[config.mk]
export PLATFORM = sky130hd
export DESIGN_NAME = hid_boot_keyboard_event_decoder
export DESIGN_NICKNAME = d
export VERILOG_FILES = /design/src/hbk_pkg.sv /design/src/hbk_lane.sv /design/src/hbk_seq.sv /design/src/hid_boot_keyboard_event_decoder.sv
export SDC_FILE = /design/constraint.sdc
export NUM_CORES = 1
export LEC_CHECK = 0
export BUFFER_PORTS_ARGS = -buffer_cell sky130_fd_sc_hd__buf_2
export CELL_PAD_IN_SITES_DETAIL_PLACEMENT = 0
export CELL_PAD_IN_SITES_GLOBAL_PLACEMENT = 1
export CORE_MARGIN = 2
export CORE_UTILIZATION = 49
export CTS_CLUSTER_SIZE = 8
export DETAILED_ROUTE_END_ITERATION = 6
export GPL_TIMING_DRIVEN = 0
export MAX_ROUTING_LAYER = met4
export PLACE_DENSITY_LB_ADDON = 0.1
export SYNTH_ARGS = -nofsm -noshare
export SYNTH_HDL_FRONTEND = slang
export SYNTH_SLANG_ARGS = --single-unit
[constraint.sdc]
create_clock -name aclk -period 6.4 [get_ports aclk]
set_input_delay 0.32 -clock aclk [delete_from_list [all_inputs] [get_ports aclk]]
set_output_delay 0.32 -clock aclk [all_outputs]
set_load 0.05 [all_outputs]
[src/hbk_pkg.sv]
// ----------------------------------------------------------------------------
// hbk_pkg
// Shared codes and types for the boot keyboard event decoder.
// ----------------------------------------------------------------------------
package hbk_pkg;

    typedef logic [7:0] usage_t;

    // Item kinds carried on the input tuser.
    localparam logic [1:0] FUNC_REPORT     = 2'd0;
    localparam logic [1:0] FUNC_TICK       = 2'd1;
    localparam logic [1:0] FUNC_DISCONNECT = 2'd2;

    // Event kinds carried on the output tuser.
    localparam logic [1:0] EV_PRESS   = 2'd0;
    localparam logic [1:0] EV_RELEASE = 2'd1;
    localparam logic [1:0] EV_HELD    = 2'd2;

    // Configuration register indexes.
    localparam logic CFG_REPEAT_DELAY    = 1'b0;
    localparam logic CFG_REPEAT_INTERVAL = 1'b1;

    localparam usage_t ROLL_OVER_USAGE = 8'h01;
    localparam usage_t EMPTY_USAGE     = 8'h00;

    localparam logic [15:0] REPEAT_DELAY_RESET    = 16'd500;
    localparam logic [15:0] REPEAT_INTERVAL_RESET = 16'd50;

    // A pressed key that the sequencer asks the top level to store.
    typedef struct packed {
        logic   valid;
        usage_t usage;
    } hbk_alloc_t;

endpackage

[src/hbk_lane.sv]
// ----------------------------------------------------------------------------
// hbk_lane
// One key lane: compares its held slot and its report key against the
// other side and flags a release, a new press and a roll-over marker.
// ----------------------------------------------------------------------------
module hbk_lane #(
    parameter int KEY_SLOTS = 6,
    parameter int LANE      = 0
) (
    input  logic [KEY_SLOTS-1:0][7:0] keys,
    input  logic [KEY_SLOTS-1:0][7:0] held,
    output logic                      rel_hit,
    output logic                      press_hit,
    output logic                      roll_hit
);
    import hbk_pkg::*;

    always_comb begin
        logic held_in_report;
        logic key_is_held;
        logic key_seen_before;
        held_in_report  = 1'b0;
        key_is_held     = 1'b0;
        key_seen_before = 1'b0;
        for (int j = 0; j < KEY_SLOTS; j++) begin
            if (keys[j] == held[LANE]) begin
                held_in_report = 1'b1;
            end
            if (held[j] == keys[LANE]) begin
                key_is_held = 1'b1;
            end
            // An earlier copy of the same usage already takes the press.
            if (j < LANE && keys[j] == keys[LANE]) begin
                key_seen_before = 1'b1;
            end
        end
        rel_hit   = (held[LANE] != EMPTY_USAGE) && !held_in_report;
        press_hit = (keys[LANE] != EMPTY_USAGE) && !key_is_held && !key_seen_before;
        roll_hit  = (keys[LANE] == ROLL_OVER_USAGE);
    end

endmodule

[src/hbk_seq.sv]
// ----------------------------------------------------------------------------
// hbk_seq
// Event sequencer: holds the merged lane masks and sends one event beat per
// cycle while the output is not stalled, releases first, then presses, then a held repeat.
// ----------------------------------------------------------------------------
module hbk_seq #(
    parameter int KEY_SLOTS = 6
) (
    input  logic                      aclk,
    input  logic                      aresetn,
    input  logic                      load,
    input  logic [KEY_SLOTS-1:0]      load_rel,
    input  logic [KEY_SLOTS-1:0]      load_prs,
    input  logic                      load_hld,
    input  logic [KEY_SLOTS-1:0][7:0] load_rel_usage,
    input  logic [KEY_SLOTS-1:0][7:0] load_prs_usage,
    input  logic [7:0]                load_hld_usage,
    input  logic [3:0]                load_mods,
    input  logic [31:0]               load_time,
    output logic                      busy,
    output hbk_pkg::hbk_alloc_t       alloc,
    output logic                      m_tvalid,
    input  logic                      m_tready,
    output logic [47:0]               m_tdata,  // key_usage, event_mods, event_time, 4'b0
    output logic [1:0]                m_tuser,  // event_kind
    output logic                      m_tlast
);
    import hbk_pkg::*;

    logic [KEY_SLOTS-1:0]      rel_reg, rel_next;
    logic [KEY_SLOTS-1:0]      prs_reg, prs_next;
    logic                      hld_reg, hld_next;
    logic [KEY_SLOTS-1:0][7:0] rel_usage_reg;
    logic [KEY_SLOTS-1:0][7:0] prs_usage_reg;
    logic [7:0]                hld_usage_reg;
    logic [3:0]                mods_reg;
    logic [31:0]               time_reg;

    logic                      out_valid_reg;
    logic [1:0]                out_kind_reg;
    logic [7:0]                out_usage_reg;
    logic [3:0]                out_mods_reg;
    logic [31:0]               out_time_reg;
    logic                      out_last_reg;

    logic                      fire;
    logic [1:0]                pick_kind;
    logic [7:0]                pick_usage;
    logic                      pick_last;

    assign busy = (|rel_reg) || (|prs_reg) || hld_reg;
    assign fire = busy && (!out_valid_reg || m_tready);

    always_comb begin
        logic [KEY_SLOTS-1:0] rel_low;
        logic [KEY_SLOTS-1:0] prs_low;
        rel_low    = rel_reg & (~rel_reg + 1'b1);
        prs_low    = prs_reg & (~prs_reg + 1'b1);
        rel_next   = rel_reg;
        prs_next   = prs_reg;
        hld_next   = hld_reg;
        pick_usage = '0;
        if (|rel_reg) begin
            pick_kind = EV_RELEASE;
            rel_next  = rel_reg & ~rel_low;
            for (int i = 0; i < KEY_SLOTS; i++) begin
                if (rel_low[i]) begin
                    pick_usage = rel_usage_reg[i];
                end
            end
        end else if (|prs_reg) begin
            pick_kind = EV_PRESS;
            prs_next  = prs_reg & ~prs_low;
            for (int i = 0; i < KEY_SLOTS; i++) begin
                if (prs_low[i]) begin
                    pick_usage = prs_usage_reg[i];
                end
            end
        end else begin
            pick_kind  = EV_HELD;
            pick_usage = hld_usage_reg;
            hld_next   = 1'b0;
        end
        pick_last = !(|rel_next) && !(|prs_next) && !hld_next;
    end

    assign alloc.valid = fire && !(|rel_reg) && (|prs_reg);
    assign alloc.usage = pick_usage;

    always_ff @(posedge aclk) begin
        if (!aresetn) begin
            rel_reg       <= '0;
            prs_reg       <= '0;
            hld_reg       <= 1'b0;
            out_valid_reg <= 1'b0;
        end else begin
            if (load) begin
                rel_reg <= load_rel;
                prs_reg <= load_prs;
                hld_reg <= load_hld;
            end else if (fire) begin
                rel_reg <= rel_next;
                prs_reg <= prs_next;
                hld_reg <= hld_next;
            end
            if (fire) begin
                out_valid_reg <= 1'b1;
            end else if (m_tready) begin
                out_valid_reg <= 1'b0;
            end
        end
    end

    always_ff @(posedge aclk) begin
        if (load) begin
            rel_usage_reg <= load_rel_usage;
            prs_usage_reg <= load_prs_usage;
            hld_usage_reg <= load_hld_usage;
            mods_reg      <= load_mods;
            time_reg      <= load_time;
        end
        if (fire) begin
            out_kind_reg  <= pick_kind;
            out_usage_reg <= pick_usage;
            out_mods_reg  <= mods_reg;
            out_time_reg  <= time_reg;
            out_last_reg  <= pick_last;
        end
    end

    assign m_tvalid = out_valid_reg;
    assign m_tdata  = {4'b0000, out_time_reg, out_mods_reg, out_usage_reg};
    assign m_tuser  = out_kind_reg;
    assign m_tlast  = out_last_reg;

endmodule

[src/hid_boot_keyboard_event_decoder.sv]
// ----------------------------------------------------------------------------
// hid_boot_keyboard_event_decoder
// Turns boot-protocol keyboard reports, ticks and disconnects into key events.
// ----------------------------------------------------------------------------
// The input beat is registered, evaluated in ST_EVAL and loaded into the sequencer, which registers each event beat.
// Throughput: one item at a time; an item gives at most 12 events, and the next
// item is taken only once the sequencer holds no more events to send.
// Reset (synchronous, active low) empties the held slots, clears modifiers,
// repeat key, deadline and time, and loads delay 500 and interval 50.
module hid_boot_keyboard_event_decoder #(
    parameter int KEY_SLOTS = 6
) (
    input  logic        aclk,
    input  logic        aresetn,
    input  logic        cfg_wr_en,
    input  logic        cfg_index,
    input  logic [15:0] cfg_wdata,
    input  logic        s_tvalid,
    output logic        s_tready,
    input  logic [87:0] s_tdata,   // modifier_bits, key_0 .. key_5, now_ms
    input  logic [1:0]  s_tuser,   // func
    output logic        m_tvalid,
    input  logic        m_tready,
    output logic [47:0] m_tdata,   // key_usage, event_mods, event_time, 4'b0
    output logic [1:0]  m_tuser,   // event_kind
    output logic        m_tlast
);
    import hbk_pkg::*;

    localparam logic [1:0] ST_IDLE = 2'd0;
    localparam logic [1:0] ST_EVAL = 2'd1;
    localparam logic [1:0] ST_EMIT = 2'd2;

    logic [1:0]                state_reg, state_next;
    logic [15:0]               delay_reg;
    logic [15:0]               interval_reg;

    logic [1:0]                func_reg;
    logic [7:0]                raw_mods_reg;
    logic [KEY_SLOTS-1:0][7:0] keys_reg;
    logic [31:0]               now_reg;

    logic [KEY_SLOTS-1:0][7:0] held_reg, held_next;
    logic [3:0]                mods_reg, mods_next;
    logic [7:0]                repeat_reg, repeat_next;
    logic [31:0]               deadline_reg, deadline_next;
    logic [31:0]               seen_reg, seen_next;

    logic [KEY_SLOTS-1:0]      lane_rel;
    logic [KEY_SLOTS-1:0]      lane_prs;
    logic [KEY_SLOTS-1:0]      lane_roll;

    logic                      seq_load;
    logic [KEY_SLOTS-1:0]      seq_rel;
    logic [KEY_SLOTS-1:0]      seq_prs;
    logic                      seq_hld;
    logic [3:0]                seq_mods;
    logic [31:0]               seq_time;
    logic                      seq_busy;
    hbk_alloc_t                seq_alloc;

    logic                      in_fire;

    assign s_tready = (state_reg == ST_IDLE);
    assign in_fire  = s_tvalid && s_tready;

    for (genvar g = 0; g < KEY_SLOTS; g++) begin : g_lane
        hbk_lane #(
            .KEY_SLOTS (KEY_SLOTS),
            .LANE      (g)
        ) u_lane (
            .keys      (keys_reg),
            .held      (held_reg),
            .rel_hit   (lane_rel[g]),
            .press_hit (lane_prs[g]),
            .roll_hit  (lane_roll[g])
        );
    end

    // Merge stage: combines the lane flags into state updates and event masks.
    always_comb begin
        logic                 report_ok;
        logic                 repeat_gone;
        logic [7:0]           last_press;
        logic [31:0]          since;
        logic [KEY_SLOTS-1:0] occupied;
        logic [KEY_SLOTS-1:0] free;
        logic [KEY_SLOTS-1:0] first_free;

        state_next    = state_reg;
        held_next     = held_reg;
        mods_next     = mods_reg;
        repeat_next   = repeat_reg;
        deadline_next = deadline_reg;
        seen_next     = seen_reg;
        seq_load      = 1'b0;
        seq_rel       = '0;
        seq_prs       = '0;
        seq_hld       = 1'b0;
        seq_mods      = mods_reg;
        seq_time      = now_reg;

        report_ok   = (func_reg == FUNC_REPORT) && !(&lane_roll);
        repeat_gone = 1'b0;
        last_press  = EMPTY_USAGE;
        for (int i = 0; i < KEY_SLOTS; i++) begin
            occupied[i] = (held_reg[i] != EMPTY_USAGE);
            free[i]     = !occupied[i];
            if (lane_rel[i] && held_reg[i] == repeat_reg) begin
                repeat_gone = 1'b1;
            end
            if (lane_prs[i]) begin
                last_press = keys_reg[i];
            end
        end
        first_free = free & (~free + 1'b1);
        since      = now_reg - deadline_reg;

        case (state_reg)
            ST_IDLE: begin
                if (in_fire) begin
                    state_next = ST_EVAL;
                end
            end
            ST_EVAL: begin
                seq_load   = 1'b1;
                state_next = ST_EMIT;
                case (func_reg)
                    FUNC_REPORT: begin
                        if (report_ok) begin
                            seen_next = now_reg;
                            mods_next = raw_mods_reg[3:0] | raw_mods_reg[7:4];
                            seq_mods  = raw_mods_reg[3:0] | raw_mods_reg[7:4];
                            seq_rel   = lane_rel;
                            seq_prs   = lane_prs;
                            for (int i = 0; i < KEY_SLOTS; i++) begin
                                if (lane_rel[i]) begin
                                    held_next[i] = EMPTY_USAGE;
                                end
                            end
                            if (|lane_prs) begin
                                repeat_next   = last_press;
                                deadline_next = now_reg + {16'd0, delay_reg};
                            end else if (repeat_gone) begin
                                repeat_next = EMPTY_USAGE;
                            end
                        end
                    end
                    FUNC_TICK: begin
                        seen_next = now_reg;
                        // Due once the wrapped difference is no longer negative.
                        if (repeat_reg != EMPTY_USAGE && !since[31]) begin
                            seq_hld       = 1'b1;
                            deadline_next = now_reg + {16'd0, interval_reg};
                        end
                    end
                    FUNC_DISCONNECT: begin
                        seq_rel       = occupied;
                        seq_time      = seen_reg;
                        held_next     = '0;
                        mods_next     = 4'd0;
                        repeat_next   = EMPTY_USAGE;
                        deadline_next = 32'd0;
                    end
                    default: begin
                    end
                endcase
            end
            ST_EMIT: begin
                // Released slots were cleared already, so presses fill them.
                if (seq_alloc.valid) begin
                    for (int i = 0; i < KEY_SLOTS; i++) begin
                        if (first_free[i]) begin
                            held_next[i] = seq_alloc.usage;
                        end
                    end
                end
                if (!seq_busy) begin
                    state_next = ST_IDLE;
                end
            end
            default: begin
                state_next = ST_IDLE;
            end
        endcase
    end

    hbk_seq #(
        .KEY_SLOTS (KEY_SLOTS)
    ) u_seq (
        .aclk           (aclk),
        .aresetn        (aresetn),
        .load           (seq_load),
        .load_rel       (seq_rel),
        .load_prs       (seq_prs),
        .load_hld       (seq_hld),
        .load_rel_usage (held_reg),
        .load_prs_usage (keys_reg),
        .load_hld_usage (repeat_reg),
        .load_mods      (seq_mods),
        .load_time      (seq_time),
        .busy           (seq_busy),
        .alloc          (seq_alloc),
        .m_tvalid       (m_tvalid),
        .m_tready       (m_tready),
        .m_tdata        (m_tdata),
        .m_tuser        (m_tuser),
        .m_tlast        (m_tlast)
    );

    always_ff @(posedge aclk) begin
        if (!aresetn) begin
            state_reg    <= ST_IDLE;
            delay_reg    <= REPEAT_DELAY_RESET;
            interval_reg <= REPEAT_INTERVAL_RESET;
            held_reg     <= '0;
            mods_reg     <= 4'd0;
            repeat_reg   <= EMPTY_USAGE;
            deadline_reg <= 32'd0;
            seen_reg     <= 32'd0;
        end else begin
            state_reg    <= state_next;
            held_reg     <= held_next;
            mods_reg     <= mods_next;
            repeat_reg   <= repeat_next;
            deadline_reg <= deadline_next;
            seen_reg     <= seen_next;
            if (cfg_wr_en) begin
                case (cfg_index)
                    CFG_REPEAT_DELAY:    delay_reg    <= cfg_wdata;
                    CFG_REPEAT_INTERVAL: interval_reg <= cfg_wdata;
                    default: begin
                    end
                endcase
            end
        end
    end

    always_ff @(posedge aclk) begin
        if (in_fire) begin
            func_reg     <= s_tuser;
            raw_mods_reg <= s_tdata[7:0];
            now_reg      <= s_tdata[87:56];
            for (int i = 0; i < KEY_SLOTS; i++) begin
                keys_reg[i] <= s_tdata[8 + 8*i +: 8];
            end
        end
    end

endmodule
==> results of run 1 <==
-- Yosys cell counts, types with 7 or more instances --
library cell  count  area [um^2]
nor2_1           97          364
a211oi_1          8         60.1
o22ai_1          22          138
and2_1           16          100
nor2b_1          91          569
xnor2_1         255         2230
a21oi_1          69          345
nand3_1          26          130
xor2_1          216         1890
clkbuf_1        134          503
nor4_1           81          507
nand4_1          75          469
edfxtp_1        277         8320
nor3_1           22          110
ha_1             49          613
a221oi_1          7         61.3
a21o_1            7         52.6
nand2_1         218          818
o21ai_0          69          345
o211ai_1          8         60.1
o21a_1           15          113
o32ai_1          13          114
buf_1            10         37.5
mux2_2           44          495
buf_2            65          325
mux2i_1         113         1130
nor3b_1           8         60.1
inv_1            83          312
a22oi_1          22          165
dfxtp_1         172         3440
nand2b_1         11         68.8
a21boi_0         27          203
buf_4            14          105
-- per-layer routing --
metal	GRT usage (%)	share of wire, %
met3	5.26	6.5
met5	-	0
met2	56.4	49
met1	40.0	40
met4	16.4	4.8
-- report_power, final --
part / leakage (nW) / switching [W] / internal [W]
registers: 4.02 / 0.000109 / 0.00335
clock network: 0.954 / 0.00132 / 0.00201
logic: 6.70 / 0.00109 / 0.000589
total: 11.7 / 0.00252 / 0.00595
-- metrics by stage --
| stage | util, % | cells | setup slack (ns) |
|---|---|---|---|
| 2_1_floorplan | - | 2456 | 0.858 |
| 3_3_place_gp | 52.6 | 3296 | -2.10 |
| 3_5_place_dp | 52.9 | 3301 | 0.797 |
| 4_1_cts | 58.9 | 3527 | 0.759 |
| 5_1_grt | 58.9 | 3528 | 0.239 |
| 6_report | 58.9 | 3529 | 0.677 |
-- critical path, stage by stage (launching register included) --
cell and delay (ns):
edfxtp_1 0.32, clkbuf_1 0.44, nand2b_1 0.18, clkbuf_1 0.62, buf_1 0.56, mux2_2 0.41
ha_1 0.21, a211oi_1 0.36, o21ai_0 0.22, a2111oi_0 0.61, nor3_1 0.20, a31o_2 0.31
a22o_1 0.30, clkbuf_1 0.30, a41oi_1 0.29, o21ai_0 0.13, mux2i_1 0.17
-- worst min path at each step --
stage	from	to	slack, ns	depth (start not counted)
final	cfg_wr_en	interval_reg[15]	0.22	4
after global routing	cfg_wr_en	interval_reg[2]	0.28	4
after CTS	cfg_wr_en	interval_reg[15]	0.20	4
after detailed placement	u_seq.time_reg[1]	u_seq.out_time_reg[1]	0.41	0
after global placement	u_seq.time_reg[24]	u_seq.out_time_reg[24]	0.40	0
after floorplan	u_seq.mods_reg[0]	u_seq.out_mods_reg[0]	0.40	0
-- logic make-up (layout without fill, tap and decap cells) --
| family | after synthesis | count (layout) |
|---|---|---|
| AO/OA/AOI/OAI | 322 | 322 |
| flip-flops | 449 | 449 |
| multiplexers | 157 | 157 |
| other | 1 | 6 |
| XOR/XNOR | 471 | 471 |
| adder cells (fa/ha/maj) | 50 | 50 |
| buffers and inverters | 313 | 704 |
| AND/OR/NAND/NOR | 690 | 690 |
-- what timing repair did --
item / in CTS / in global routing
buffers inserted: 0 / 0
hold buffers: 107 / 0
endpoints found under the hold margin: 123 / 0
-- final cells by class --
| type | count | area, um^2 |
|---|---|---|
| tap | 680 | 851 |
| clock inverter | 9 | 134 |
| inverter | 85 | 319 |
| timing repair buffer | 272 | 1990 |
| clock buffer | 110 | 1870 |
| buffer | 228 | 1030 |
| antenna | 2 | 5.00 |
| multi-input combinational | 1694 | 12100 |
| sequential | 449 | 11800 |
| fill | 4383 | 21000 |
==> flow_metrics.tcl, run 1 <==
set metrics [dict create \
    yosys_warnings 0 \
    routed_via_density 5.73 \
    fin_area_mm2 0.0301 \
    synthMuxAreaShare_pct 6.45 \
    grt_overflow 0 \
    final.setup.tns_ns 0 \
    ys_ff_latch 449 \
    hold_path_class "input pin to flop" \
    synth-simple-area-share_pct 14.1 \
    r2r_slack_ns 0.68 \
    most-common-layout-cells "edfxtp_1 (277), xnor2_1 (255), buf_2 (225)" \
    ys_seq_area_share_pct 46.6 \
    synth_top_family_by_area "XOR/XNOR gates" \
    fmax_mhz 175 \
    ios 165 \
    htree_levels 3 \
    ir_drop_v 0.000292 \
    synth_edf_count 277 \
    rows 83 \
    synth_area_mm2 0.0252 \
    worstSetupPathType "flop to flop" \
    fin_hold_ws_ns 0.221 \
    synth_cell_types 81 \
    place.port_buffers 160 \
    max-slew-margin-rel_pct 18.6 \
    endpoint_kind "flop" \
    grt_setup_unrepaired "no" \
    drc 0 \
    finalHoldViolCount 0 \
    clkTransAtPathRegs_ns 0.05 \
    gp_congestion 0.999 \
    drv_cap 0 \
    worstPathRequired_ns 6.93 \
    antenna_found_initial 2 \
    leakage_nw 11.7 \
    final_common_cell "edfxtp_1" \
    initial_core_util_pct 49.4 \
    synth.avg_cell_area_um2 10.3 \
    endpoint "deadline_reg[27]" \
    synth_cells 2453 \
    crit-reg2reg-capture "deadline_reg[27]" \
    fin_crit_ns 5.72 \
    place_hpwl_um 62800 \
    worstMarginPinSlew_ns 1.22 \
    dr.pass1.iters 7 \
    dpl_cell_area_mm2 0.0270 \
    reg2reg_depth 16 \
    power_density_mw_per_mm2 281 \
    ant_nets 0 \
    synth_compound_area_share_pct 8.58 \
    vias 20235 \
    cts_sinks 449 \
    cp-start-kind "flop" \
    synthXorXnorAreaFrac_pct 16.4 \
    cts_resized 0 \
    clock_latency_ns 0.62 \
    grt_pass1_vias 20340 \
    finalCritPeriodShare_pct 89.4 \
    final_net_count 2959 \
    layout-drive-gt1-share_pct 13.9 \
    tritoncts "done" \
    outcome "finished clean" \
    critPathArrivalTime_ns 6.25 \
    post_drt_wl_per_cell_um 24.8 \
    die_width_um 231 \
    crit_start "func_reg[1]" \
    crit_path_max_fanout 10 \
    setup_viol 0 \
    grt_max_degree 61 \
    rr_startpoint "func_reg[1]" \
    drt_iter0_markers 1960 \
    grt_usage_pct 33.8 \
    cts_root_buf "clkbuf_16" \
    synthFlopType "edfxtp_1" \
    fp.dieH_um 231 \
    dieArea_mm2 0.0533 \
    power_w 0.00847 \
    fp.coreArea_mm2 0.0511 \
    synthAdderAreaFrac_pct 2.51 \
    cts_buffers 67 \
    drv_slew 0 \
    grt_pass1_wl_um 129000 \
    cts_buffer_depth 3 \
    worst_clock_skew_ns 0.0244 \
    routed_wl_um 87500 \
    synthArstFlopShare_pct 0 \
    area_growth_pct 19.3 \
]
Power figures use the tool's default switching activity.
==> inputs of run 2 (changes only) <==
CTS_BUF_LIST = sky130_fd_sc_hd__clkbuf_4 sky130_fd_sc_hd__clkbuf_8 sky130_fd_sc_hd__clkbuf_16   (was default)
==> flow_metrics.tcl, run 2 (same netlist as run 1, synthesis figures left out) <==
set metrics [dict create \
    final_common_cell "edfxtp_1" \
    place_hpwl_um 62800 \
    grt_pass1_vias 20293 \
    fp.dieH_um 231 \
    crit_path_max_fanout 10 \
    initial_core_util_pct 49.4 \
    finalCritPeriodShare_pct 89.8 \
    layout-drive-gt1-share_pct 15.4 \
    hold_path_depth 4 \
    antenna_found_initial 3 \
    dr_wl_met2_um 42900 \
    post_drt_wl_per_cell_um 24.8 \
    worstPathRequired_ns 6.93 \
    max-slew-margin-rel_pct 17.6 \
    grt_overflow 0 \
    clkTransAtPathRegs_ns 0.05 \
    fin_cells 3529 \
    cts_sinks 449 \
    hold_path_class "input pin to flop" \
    endpoint_kind "flop" \
    final.setup.tns_ns 0 \
    preCtsSetupSlack_ns 0.797 \
    drv_cap 0 \
    ios 165 \
    layout_setup_ws_ns 0.652 \
    cp-start-kind "flop" \
    final_net_count 2959 \
    dpl_cell_area_mm2 0.0270 \
    topRoutingLayerUsed "met4" \
    htree_levels 3 \
    routed_wl_um 87600 \
    drv_slew 0 \
    p_seq_share_pct 40.0 \
    die_width_um 231 \
    power_density_mw_per_mm2 286 \
    finalHoldViolCount 0 \
    comb_power_share_pct 19.5 \
    rr_startpoint "func_reg[1]" \
    p_int_w 0.00612 \
    worstMarginPinSlew_ns 1.24 \
    post_cts_buffers 0 \
    rows 83 \
    outcome "finished clean" \
    drc 0 \
    most-common-layout-cells "edfxtp_1 (277), xnor2_1 (255), buf_2 (225)" \
    gp_congestion 0.999 \
    swShare_pct 29.2 \
    ir_drop_v 0.000296 \
    vias 20158 \
    routed_via_density 5.71 \
    fin_area_mm2 0.0302 \
    worst_clock_skew_ns 0.0253 \
    critPathArrivalTime_ns 6.28 \
    reg2reg_depth 16 \
    drt_iter0_markers 1750 \
    dr.pass1.iters 5 \
    clock_latency_ns 0.62 \
    area_growth_pct 19.9 \
    min_to "interval_reg[15]" \
    grt_setup_unrepaired "no" \
    ant_nets 0 \
    worstSetupPathType "flop to flop" \
    dp.cells 3301 \
    cts_buffer_depth 3 \
    fmax_mhz 174 \
    grt_max_degree 61 \
    wl_met1_um 35000 \
    cts_root_buf "clkbuf_16" \
    place.port_buffers 160 \
    fp.coreArea_mm2 0.0511 \
    setup_viol 0 \
    power_switching_w 0.00252 \
    clockPowerShare_pct 40.5 \
    nFillCells 4360 \
    fin_crit_ns 5.75 \
    dieArea_mm2 0.0533 \
    tritoncts "done" \
    leakage_nw 11.8 \
    cts_buffers 67 \
    grt_usage_pct 33.8 \
    wl_met3_um 5680 \
    crit-reg2reg-capture "deadline_reg[27]" \
    hold_path_startpoint "cfg_wr_en" \
    grt_pass1_wl_um 129000 \
    r2r_slack_ns 0.65 \
]
run 2: cell count changes in the layout (fill, tap and decap cells not counted):
cell,delta
clkbuf_1,-41
clkbuf_4,+41
run 2: metrics by stage:
stage / utilization (%) / total power [W] / hold WS (ns)
6_report: 59.2 / 0.00864 / 0.222
5_1_grt: 59.2 / 0.00894 / 0.281
3_3_place_gp: 52.6 / 0.00509 / 0.403
2_1_floorplan: - / 0.00462 / 0.400
4_1_cts: 59.2 / 0.00866 / 0.205
3_5_place_dp: 52.9 / 0.00512 / 0.405
run 2: timing repair:
action                    CTS  global route
hold endpoints to repair  123             0
gates resized for setup     0             0
hold buffers              107             0
run 2: worst max-delay path by stage:
stage,slack (ns),end,start
floorplan,0.86,held_reg[17],state_reg[1]
global placement,-2.10,u_seq.time_reg[31],state_reg[1]
detailed placement,0.80,deadline_reg[27],func_reg[1]
CTS,0.76,deadline_reg[27],func_reg[1]
global route,0.24,deadline_reg[27],func_reg[1]
finish,0.65,deadline_reg[27],func_reg[1]
run 2: power by group through the flow:
stage / combinational (W) / sequential (W) / clock (W)
2_1_floorplan: 0.000957 / 0.00366 / 0
3_3_place_gp: 0.00155 / 0.00354 / 0
3_5_place_dp: 0.00160 / 0.00351 / 0
4_1_cts: 0.00166 / 0.00346 / 0.00354
5_1_grt: 0.00179 / 0.00348 / 0.00366
6_report: 0.00168 / 0.00346 / 0.00350
run 2: layout make-up:
type / count / area (um^2) / share of cell area (%)
Tap cell: 680 / 851 / 2.81
Inverter: 85 / 319 / 1.05
Clock inverter: 9 / 134 / 0.443
Timing Repair Buffer: 272 / 1990 / 6.56
Multi-Input combinational cell: 1694 / 12100 / 40.1
Sequential cell: 449 / 11800 / 38.9
Buffer: 228 / 1030 / 3.40
Antenna cell: 2 / 5.00 / 0.0165
Clock buffer: 110 / 2020 / 6.69
run 2: worst max-delay path, stage by stage (launching register included):
cell       delay [ns]
edfxtp_1         0.32
clkbuf_1         0.45
nand2b_1         0.18
clkbuf_1         0.61
buf_1            0.56
mux2_2           0.41
ha_1             0.21
a211oi_1         0.36
o21ai_0          0.22
a2111oi_0        0.62
nor3_1           0.19
a31o_2           0.31
a22o_1           0.31
clkbuf_1         0.31
a41oi_1          0.28
o21ai_0          0.13
mux2i_1          0.17
run 2: layer usage:
layer  vias to the layer above  global-route usage [%]
met5                         -                       -
met4                         0                    16.3
met3                       240                    5.19
met2                       838                    56.5
met1                      9831                    40.1
li1                       9249                       -
